==> config.mk <==
export PLATFORM = sky130hd
export DESIGN_NAME = tas_ram
export DESIGN_NICKNAME = d
export VERILOG_FILES = /design/src/rtl/core/tas_ram.sv
export SDC_FILE = /design/constraint.sdc
export NUM_CORES = 1
export LEC_CHECK = 0
export ABC_AREA = 1
export BUFFER_PORTS_ARGS = -buffer_cell sky130_fd_sc_hd__buf_2
export CORE_ASPECT_RATIO = 1.4
export CORE_MARGIN = 1.5
export CORE_UTILIZATION = 39
export CTS_CLUSTER_DIAMETER = 60
export DETAILED_ROUTE_END_ITERATION = 6
export HOLD_SLACK_MARGIN = 0.15
export PLACE_DENSITY = 0.62
export SLEW_MARGIN = 40
export SYNTH_ARGS = -nofsm -noshare
export SYNTH_HDL_FRONTEND = slang
export SYNTH_SLANG_ARGS = --single-unit
==> constraint.sdc <==
create_clock -name clk -period 1.2 [get_ports clk]
set_input_delay 0.06 -clock clk [delete_from_list [all_inputs] [get_ports clk]]
set_output_delay 0.06 -clock clk [all_outputs]
set_load 0.02 [all_outputs]
==> src/rtl/core/tas_ram.sv <==
// ============================================================================
// tas_ram: simple dual-port synchronous RAM
// One write port and one read port, read data registered.
// ============================================================================
module tas_ram #(
	parameter int  WIDTH = 8,
	parameter int  DEPTH = 16,
	localparam int AW    = $clog2(DEPTH)
) (
	input  logic             clk,
	input  logic             we,
	input  logic [AW-1:0]    waddr,
	input  logic [WIDTH-1:0] wdata,
	input  logic [AW-1:0]    raddr,
	output logic [WIDTH-1:0] rdata
);

	logic [WIDTH-1:0] mem [DEPTH];

	always_ff @(posedge clk) begin
		if (we) begin
			mem[waddr] <= wdata;
		end
	end

	always_ff @(posedge clk) begin
		rdata <= mem[raddr];
	end

endmodule

* After elaboration in Yosys (flattened, before gate mapping)
Memories as Yosys holds them, arrays and structs flattened. A register that Yosys moved wholly into a read port is not among the register bits.
Cells that the tools add are included.
** Operators by class
- Add/sub/neg operators :: 0
- Multipliers :: 0
- Divide/modulo/power cells :: 0
- Order comparisons :: 0
- Equal/unequal tests :: 0
- Shifts and indexed selects :: 0
- Muxes and demuxes :: 2
- Bitwise operators :: 0
- Reductions and logical operators :: 0
** Operator list (number)
- 1-bit two-way mux :: 2
** Word-level totals
- Register bits :: 0
- Bits in latches :: 0
- Memory bits (writable) :: 128
- ROM bits :: 0
- Input port bits :: 18
- Output and inout bits :: 8
- Logic and storage cells :: 3
- Memories :: 1
** Memory list
- mem :: depth 16, bits a word 8, rd ports 1, clocked after Yosys merged registers in 1, wr ports 1, line 18 : logic [WIDTH-1:0] mem [DEPTH];

* Depth between registers and ports, before layout
- Depth after elaboration :: 2
- Gate-level depth with buffers :: 8

* Worst setup path after synthesis
OpenSTA, ideal clock, no wires.
- Path kind :: input-to-reg
- Start :: input waddr[2]
- End :: memory mem[10][0] (enable)
- Library setup time :: 0.370 ns
- Arrival :: 0.641 ns
- Required time :: 0.830 ns
- Setup slack :: 0.189 ns
- Stages :: 2
- Buffers on the path :: 0
- Cells stage by stage :: nand3b_1 > nor2_1
** RTL lines
- start, declared :: line 12 : input logic [AW-1:0] waddr,
- end, declared :: line 18
No word-level cell before the write port.

==> summary.txt <==
Yosys
  • Syn Area/Cell: 10.5 um^2
  • Synth cell types: 12
  • Mapped Area: 0.00577 mm^2
  • Area contributors post-synth: edfxtp_1 (67%), nand2_1 (11%), nand3_1 (8.4%)
  • Share of the synthesized area in the top cell type: 66.7%
  • Post-Synthesis Cells: 551
  • FF+latch count, synth: 136
  • Top cell type by total area after synthesis: edfxtp_1
  • Number of synthesis warnings: 0
  • Syn Nets: 569
  • Seq/Total Area, Yosys: 69.4%

Setup path
  • Crit Path Category: register to register
  • Critical Path AT: 1.32 ns
  • Crit path buf inv count: 1
  • Crit path from: mem[1][7]
  • Req. time, crit path: 1.48 ns
  • CP most frequent cell: nand3_1
  • Max stage delay on crit path: 0.36 ns
  • CP Depth: 6
  • Crit-path cells: inv_1, nand2_1, nand3_1, nand3_1, nand3_1, nand2_1
  • Worst path slowest cell: edfxtp_1
  • Critical path capture point type: register
  • Crit path max-delay family: simple AND/OR/NAND/NOR gates
  • R2R depth: 6
  • CP startpoint kind: register
  • Reg-to-Reg Start: mem[1][7]
  • Critical path fanouts, max: 1

Final layout
  • ANT cells: 0
  • Area Growth Syn to Fin: 20.5%
  • Final core occ: 48.1%
  • NumNets Final: 624
  • Layout cell share with drive strength beyond 1: 13.1%
  • Most frequent cells in the layout: nand2_1 (173), edfxtp_1 (128), inv_1 (100)
  • Fillcell total: 1,306
  • Most common cell after layout, fill and taps aside: nand2_1

Clock tree
  • Max Buffers Root-to-Sink: 2
  • Post-CTS Setup Bufs: 0
  • H-tree lvl count: 4
  • Clock latency on the worst-skew pair: 0.41 ns
  • CTS Root Cell: clkbuf_16
  • Clock tree sinks: 136
  • Total CTS buffers: 17
  • Reg clk slew, reported paths: 0.06 ns
  • CTS tree: done

Global route
  • Met2 GRT Util: 29.6%
  • GRT Resource Usage Total: 17.5%
  • Total grt overflow: 0
  • First-pass GRT wire length: 20,000 um
  • Largest net degree at the start of global routing: 56
  • GR peak layer: met2
  • Vias in the first global route: 3,686
  • GR Util met1: 21.0%
  • Initial antenna violation count: 0
  • Met3 GRT Util: 3.73%

Die
  • Core ar.: 0.0144 mm^2
  • Die height: 147 um
  • Initial Util: 39.9%
  • Die width: 106 um
  • I/O pin total: 26
  • Rows: 52
  • Die area: 0.0155 mm^2

Power
  • Leakage power: 3.01 nW
  • Pwr/cell area: 1680 mW/mm^2
  • Peak VDD IR: 1.24 mV

STA
  • Setup-failing EPs final: 0
  • Clock Skew: 0.00663 ns
  • Least-Margin Pin Slew: 0.382 ns
  • Worst setup slack after layout: 0.165 ns
  • FMAX: 966 MHz
  • Fin crit period: 1.04 ns
  • Worst slew margin: 74.5%
  • Fin Setup TNS: 0 ns
  • Final Hold Vio Count: 0
  • Final worst-path cycle share: 86.3%
  • RSZ-0062 raised after global routing: false
  • Max-slew violation count: 0

Placed design
  • Port bufs: 25
  • Placer Congestion: 0.807
  • Final HPWL from detailed placement: 7990 um
  • Pre-CTS setup slack: 0.0361 ns

Routing
  • Number of remaining DRC errors: 0
  • Total number of vias: 3,862
  • WL final: 12,900 um
  • Starting DRC count in detailed routing: 322
  • Routed len/inst: 15.9 um
  • Via/cell ratio: 4.78
  • DR pass1 iterations: 6
  • Final ANT Viol Nets: 0

Hold path
  • Hold crit path type: input port to register
  • Hold path start: raddr[2]
  • Hold path depth: 6

Outcome
  • Status: completed

Job
  • Max-cap viol count: 0
[state kept, by name (all words and copies together), names as in the netlist]
name,count
mem,128
rdata,8
[metal layers]
metal  up-vias  part of all wire, %
met4         0                  2.9
met2       127                   51
met1      1836                   42
met3        20                  4.0
met5         -                    0
li1       1879                    -
[synth_stat cells (all sizes together)]
library cell,n
nor2,17
nand3,97
buf,24
nand2,173
edfxtp,128
inv,102
nand3b,2
dfxtp,8
[final timing paths]
kind | to | slack (ns)
max | rdata[7] | 0.16
max reg2reg | rdata[7] | 0.16
min reg2reg | rdata[1] | 0.66
min | rdata[5] | 0.22
[tightest hold or removal path, delay by kind of cell]
family                 cells  cell delay [ns]
buffers and inverters      3             0.31
AND/OR/NAND/NOR            3             0.22
[what timing repair did]
| action | in CTS | in global routing |
|---|---|---|
| resized for setup | 0 | 0 |
| hold buffers | 9 | 0 |
| endpoints found under the hold margin | 135 | 0 |
[stage by stage]
| stage | total power, mW | hold slack (ns) | cells | instance area [um^2] |
|---|---|---|---|---|
| 4_1_cts | 11.7 | 0.215 | 808 | 6950 |
| 2_1_floorplan | 5.85 | 0.159 | 551 | 5770 |
| 5_1_grt | 11.9 | 0.236 | 808 | 6950 |
| 6_report | 11.7 | 0.222 | 808 | 6950 |
| 3_3_place_gp | 6.14 | 0.475 | 767 | 6220 |
| 3_5_place_dp | 6.15 | 0.476 | 767 | 6220 |
[cell type report]
| cell class | instances | area [um^2] | area share, % |
|---|---|---|---|
| Clock inverter | 12 | 200 | 2.88 |
| Sequential cell | 136 | 4000 | 57.6 |
| Clock buffer | 20 | 437 | 6.29 |
| Timing Repair Buffer | 60 | 473 | 6.81 |
| Inverter | 102 | 383 | 5.51 |
| Multi-Input combinational cell | 289 | 1210 | 17.5 |
| Tap cell | 189 | 236 | 3.40 |
[cell families (layout without fill, tap and decap cells)]
group / count (synthesis) / in the layout / share of synthesized area, %
buffers and inverters: 126 / 194 / 9.52
flip-flops: 136 / 136 / 69.4
AND/OR/NAND/NOR: 289 / 289 / 21.0
[where the power goes]
| group | total (mW) | switching (mW) | leakage (nW) | internal, mW |
|---|---|---|---|---|
| logic | 0.732 | 0.494 | 1.49 | 0.238 |
| clock network | 5.58 | 1.90 | 0.302 | 3.68 |
| registers | 5.34 | 0.0330 | 1.22 | 5.31 |
Note: power is estimated with default switching activity, not from simulation.
