[config.mk]
export PLATFORM = sky130hd
export DESIGN_NAME = tas_key_unit
export DESIGN_NICKNAME = d
export VERILOG_FILES = /design/src/rtl/core/tas_pkg.sv /design/src/rtl/core/tas_key_unit.sv
export SDC_FILE = /design/constraint.sdc
export NUM_CORES = 2
export LEC_CHECK = 0
export BUFFER_PORTS_ARGS = -buffer_cell sky130_fd_sc_hd__buf_2
export CAP_MARGIN = 0
export CELL_PAD_IN_SITES_DETAIL_PLACEMENT = 0
export CELL_PAD_IN_SITES_GLOBAL_PLACEMENT = 1
export CORE_UTILIZATION = 53
export CTS_BUF_LIST = sky130_fd_sc_hd__clkbuf_8
export CTS_CLUSTER_SIZE = 28
export DETAILED_ROUTE_END_ITERATION = 8
export GPL_TIMING_DRIVEN = 0
export HOLD_SLACK_MARGIN = 0.12
export PLACE_DENSITY = 0.87
export SETUP_SLACK_MARGIN = 0.1
export SYNTH_ARGS = -nofsm -noshare
export SYNTH_HDL_FRONTEND = slang
export SYNTH_SLANG_ARGS = --single-unit
[constraint.sdc]
create_clock -name clk -period 9.7 [get_ports clk]
set_input_delay 0.485 -clock clk [delete_from_list [all_inputs] [get_ports clk]]
set_output_delay 0.485 -clock clk [all_outputs]
set_load 0.01 [all_outputs]
[src/rtl/core/tas_pkg.sv]
// ============================================================================
// tas_pkg: shared definitions for the triangle area sorter
// Sizes, transaction payload types, the stored entry format and the
// controller states used across the sorter's files.
// ============================================================================
package tas_pkg;

	localparam int MAX_TRIANGLES = 64;
	localparam int EDGE_BITS     = 12;
	localparam int FIELD_W       = 12;
	localparam int KEY_W         = 56;
	localparam int CNT_W         = $clog2(MAX_TRIANGLES + 1);
	localparam int ADDR_W        = $clog2(MAX_TRIANGLES);
	// Each factor of the key is a signed sum of the edges a, b and c.
	localparam int SUM_W         = EDGE_BITS + 3;
	localparam int PROD_W        = 2 * SUM_W;

	typedef struct packed {
		logic [FIELD_W-1:0] edge_one;
		logic [FIELD_W-1:0] edge_two;
		logic [FIELD_W-1:0] edge_three;
		logic               final_item;
	} tri_in_t;

	typedef struct packed {
		logic [FIELD_W-1:0] sorted_one;
		logic [FIELD_W-1:0] sorted_two;
		logic [FIELD_W-1:0] sorted_three;
		logic               not_triangle;
		logic               run_end;
		logic               overflowed;
	} res_t;

	typedef struct packed {
		logic [EDGE_BITS-1:0] e3;
		logic [EDGE_BITS-1:0] e2;
		logic [EDGE_BITS-1:0] e1;
		logic [KEY_W-1:0]     key;
	} entry_t;

	localparam int ENTRY_W = $bits(entry_t);

	typedef enum logic [3:0] {
		ST_IDLE,
		ST_KEY1,
		ST_KEY2,
		ST_KEY3,
		ST_SORT_RD,
		ST_SORT_CAP,
		ST_SCAN,
		ST_WB,
		ST_OUT_RD,
		ST_OUT_LD
	} state_t;

endpackage

[src/rtl/core/tas_key_unit.sv]
// ============================================================================
// tas_key_unit: Heron area key pipeline
// Computes (a+b+c)(-a+b+c)(a-b+c)(a+b-c) in two register stages; the last
// multiplication feeds the store write directly.
// ============================================================================
module tas_key_unit import tas_pkg::*; (
	input  logic                 clk,
	input  logic [EDGE_BITS-1:0] edge_a,
	input  logic [EDGE_BITS-1:0] edge_b,
	input  logic [EDGE_BITS-1:0] edge_c,
	output logic [KEY_W-1:0]     key
);

	localparam int FULL_W = 2 * PROD_W;

	logic signed [SUM_W-1:0]  a_x, b_x, c_x;
	logic signed [SUM_W-1:0]  p_s1, q_s1, r_s1, s_s1;
	logic signed [PROD_W-1:0] pq_s2, rs_s2;
	logic signed [FULL_W-1:0] full;

	assign a_x = $signed({{(SUM_W - EDGE_BITS){1'b0}}, edge_a});
	assign b_x = $signed({{(SUM_W - EDGE_BITS){1'b0}}, edge_b});
	assign c_x = $signed({{(SUM_W - EDGE_BITS){1'b0}}, edge_c});

	always_ff @(posedge clk) begin
		p_s1  <= a_x + b_x + c_x;
		q_s1  <= b_x + c_x - a_x;
		r_s1  <= a_x - b_x + c_x;
		s_s1  <= a_x + b_x - c_x;
		pq_s2 <= PROD_W'(p_s1 * q_s1);
		rs_s2 <= PROD_W'(r_s1 * s_s1);
	end

	assign full = FULL_W'(pq_s2 * rs_s2);
	// The values fit in KEY_W bits, so the narrowing size cast keeps the sign.
	assign key  = KEY_W'(full);

endmodule
---- After elaboration in Yosys (flattened, before gate mapping) ----
Cells that the tools add are included.
Widths: inputs -> output; s select.
cells by class
  $add $sub $neg .......................... 7
  multiply operators ...................... 3
operator list
  cell            count
  $mul 29x28->56  1
  $mul 15x14->29  1
  $mul 14x14->28  1
  $sub 13x12->14  2
  $add 12x12->13  2
  $add 15x13->15  1
  $add 13x13->14  1
  $sub 12x12->13  1
storage, ports and cells
  register bits ........................... 114
  output and inout bits ................... 56
  logic and storage cells ................. 16

---- Depth between registers and ports, before layout ----
  depth after elaboration ................. 2
  gate-level depth with buffers ........... 29
  depth with buffers taken out ............ 27

---- Worst setup path before layout ----
OpenSTA, ideal clock, no wires.
  path kind ............................... register -> output
  start ................................... register, netlist name pq_s2[28]
  end ..................................... output port key[53]
  arrival ................................. 7449 ps
  data required time ...................... 9215 ps
  slack ................................... 1766 ps
  cell stages (with the launch flop) ...... 28
  path through ............................ dfxtp_1 clkbuf_1 clkbuf_1 nand2_1 inv_1 fa_1 inv_1 fa_1 inv_1 fa_1 inv_1 fa_1 inv_1 fa_1 fa_1 fa_1 ha_1 ha_1 a21o_1 a21o_1 a21o_1 a21oi_1 inv_1 o21ai_2 a31o_2 o2111ai_1 a21oi_1 xnor2_1
between the ends
  cells in the longest elaborated chain, start to end .. 1
RTL lines
  element           line                RTL
  $mul 29x28->56    tas_key_unit.sv:34  assign full = FULL_W'(pq_s2 * rs_s2);
  end: declaration  tas_key_unit.sv:11  output logic [KEY_W-1:0] key
No other way between the ends.

---- Final worst setup path ----
  start ................................... register rs_s2[16]
  end ..................................... output port key[55]
between the ends
  cells in the longest elaborated chain, start to end .. 1
RTL lines
  element                   line                RTL
  start: declaration        tas_key_unit.sv:18  logic signed [PROD_W-1:0] pq_s2, rs_s2;
  start signal: assignment  tas_key_unit.sv:31  rs_s2 <= PROD_W'(r_s1 * s_s1);
  $mul 29x28->56            tas_key_unit.sv:34
No other way between the ends.

==> summary.md <==
| Metric | Value |
|---|---|
| CTS Buf Count | 9 |
| Post-Route Skew | 0.0141 ns |
| Post-route ant nets | 0 |
| Register area share after synthesis | ~4.6% |
| Largest net degree at the start of global routing | 21 |
| Hold Path Origin | edge_b[0] |
| CP Max Fanout | 10 |
| First-pass DRT Iterations | 5 |
| Insertion delay to the later sink of the worst-skew pair | between 0.4 and 0.5 ns |
| Core area | between 90000 and 100000 um2 |
| DR vias/cell | about 5.4 |
| H-tree depth | 3 |
| Total track usage | a little under a third |
| Mean Syn Cell Area | 9.29 um2 |
| Initial antenna violation count | 8 |
| Worst r2r src | s_s1[0] |
| Sequential cell area | about 2300 um2 |
| # IOs | just over 90 |
| # clock sinks | 112 |
| Detail Placement HPWL | approximately 120 mm |
| Layout Area Growth over Synthesis | 4.97% |
| Global-route wire length before repair | about 220 mm |
| PortBufs | between 90 and 100 |
| Startpoint Class | flop |
| Die X | ~300 um |
| Seq cells post-synth | about 110 |
| Worst Hold Depth | 2 |
| Peak Freq | ~110 MHz |
| Row count | 110 |
| Fin area | about 51000 um2 |
| Max Root-Sink Buffers | 2 |
| Final Max Slew Viols | 0 |
| Final Hold Vio Count | 0 |
| Root buffer cell | clkbuf_8 |
| RSZ-0062 raised after global routing | yes |
| Reg2Reg Capture Point | rs_s2[26] |
| Synth Cell Area | 48500 um2 |
| WS Path Type | flop to output pin |
| Max_slew headroom | between 20% and 30% |
| R2R Setup Slk | ~2.5 ns |
| Yosys cell types | between 60 and 70 |
| Setup tns final | 0 ns |
| # nets final | 6990 |
| Vias in the first global route | between 30000 and 40000 |
| Final setup fails | 0 |
| Syn Nets | between 6000 and 7000 |
| GPL Wtd Cong | between 1 and 1.5 |
| Area of placed instances | roughly 50000 um2 |
| WP data required | 9.22 ns |
| Worst-path clk slew | 0.11 ns |
| Crit. End Element | output pin |
| DRT Wirelength | 138 mm |
| DRC errors left | 0 |
| Gr ovfl total | 0 |
| Final period utilization | between 90% and 100% |
| Die height | between 300 and 400 um |
| Asr flop ratio synth | 0% |
| Minimum clock period | around 9.3 ns |
| Min-Delay Endpoint | q_s1[0] |
| Area of the multi-input gates | just over 40000 um2 |
| Most used DFF post-synth | dfxtp_1 |
| Critical Path AT | between 8 and 9 ns |
| Status | finished clean |
| Max-Cap Viols | 0 |
| Fill cells | slightly above 8000 |
| Total of warnings raised by yosys | 0 |
| Hold WC Path Type | input port to flop |
| Share of cells above drive strength 1 | 5.11% |
| Vias after detailed routing | between 30000 and 40000 |
| Drt first-iter violations | about 2400 |
| Drt wl/cell | ~21 um |
| Actual slew at the worst max-slew pin | about 1.2 ns |
| EDFF count, synth | 0 |
| Mapped Cells | around 5200 |
| Initial Util | 53.7% |
| Die area | ~90000 um2 |
| Worst Reg2Reg Path Length in Cells | 20 |
| CTS tree | built |
-- worst max-delay path by stage --
stage / slack (ns) / startpoint / to / cells past startpoint
finish: 0.37 / rs_s2[16] / key[55] / 25
global route: 0.08 / rs_s2[25] / key[54] / 24
detailed placement: -0.47 / pq_s2[14] / key[54] / 24
CTS: 0.11 / pq_s2[25] / key[54] / 27
floorplan: 1.77 / pq_s2[28] / key[53] / 27
global placement: -0.47 / pq_s2[14] / key[54] / 24
-- area by class of cell --
cell class	instances	share of cell area (%)
plain buffers	215	1.90
inverters	1244	9.19
multi-input cells	3633	80.2
diodes	8	0.0393
well taps	1176	2.89
repair buffers	99	1.03
clock inverters	6	0.113
clock buffers	9	0.243
flip-flops and latches	112	4.43
-- kinds of logic after synthesis --
family | share of synthesized area [%]
fa+ha+maj | 60.8
flops | 4.62
compound gates | 4.95
xor+xnor | 3.07
simple gates | 15.2
buf+inv | 11.4
-- per-stage QoR --
stage                     util [%]  cells  worst slack (ns)  hold slack, ns
final                         56.4   6502             0.366           0.331
after global routing          56.4   6496            0.0750           0.348
after CTS                     56.2   6492             0.115           0.305
after detailed placement      55.8   6486            -0.468           0.545
after global placement        55.8   6486            -0.468           0.546
after floorplan                  -   5218              1.77           0.471
-- critical path, stage by stage, from the launching register on --
cell and delay, ns:
dfxtp_1 0.40, clkbuf_1 0.56, clkbuf_1 0.58, and2_1 0.25, fa_1 0.39, inv_1 0.08, fa_1 0.40, inv_1 0.08
fa_1 0.44, fa_1 0.57, fa_1 0.61, fa_1 0.46, fa_1 0.65, ha_1 0.29, ha_1 0.41, and4_1 0.25
and3_1 0.17, and3_1 0.15, nand3_1 0.12, nand3_4 0.24, nand2b_1 0.11, o311a_1 0.36, o41ai_2 0.39, a21oi_1 0.15
xnor2_1 0.14, buf_2 0.15
-- synthesized netlist by cell type, types with 43 or more instances --
cell,instances,area share (%)
ha_1,444,11
and2_1,592,7.6
o21ai_0,64,0.66
fa_1,1195,49
clkbuf_1,226,1.7
nand2b_1,43,0.55
inv_1,1244,9.6
xnor2_1,135,2.4
dfxtp_1,112,4.6
a21oi_1,105,1.1
nor2_1,100,0.77
nand2_1,607,4.7
-- sequential cells by signal (all words and copies together) (netlist names) --
signal,cells
pq_s2,29
rs_s2,28
q_s1,14
r_s1,14
s_s1,14
p_s1,13
-- cells in the final DEF, fill, tap and decap left out, types with 4 or more instances in the layout --
master / count
clkbuf_2: 89
nand2b_1: 43
o31ai_1: 4
nand4_1: 7
a21oi_2: 4
nor2b_1: 40
nand2_1: 607
xor2_1: 35
fa_1: 1189
a211o_1: 5
o21a_1: 25
fa_2: 6
a21o_1: 40
a211oi_1: 13
a31oi_1: 10
xnor2_1: 135
ha_1: 444
clkbuf_1: 104
o21ai_0: 64
clkbuf_8: 9
buf_4: 6
dfxtp_2: 12
o21bai_1: 32
nand3_1: 22
nor2_1: 100
a31o_2: 4
inv_1: 1242
and3_1: 13
o211ai_1: 5
dfxtp_1: 100
a21oi_1: 104
and2_1: 592
buf_2: 105
a21boi_0: 10
diode_2: 8
clkbuf_4: 7
nor3_1: 23
-- layer usage --
metal	up-vias	GRT usage [%]	wire, um
li1	15400	-	-
met4	6	16.4	8790
met5	-	0	41
met3	377	5.90	12100
met2	1601	51.7	65100
met1	17800	38.4	52200
-- timing repair --
item / in CTS / in global routing
pin swaps: 1 / 3
buffers inserted: 3 / 4
hold buffers: 0 / 0
resized for setup: 78 / 136
endpoints found under the setup margin: 19 / 8
Power is left out: the tool's default activity adds up to more than one toggle a clock period on the data nets, which glitch-free logic cannot reach.
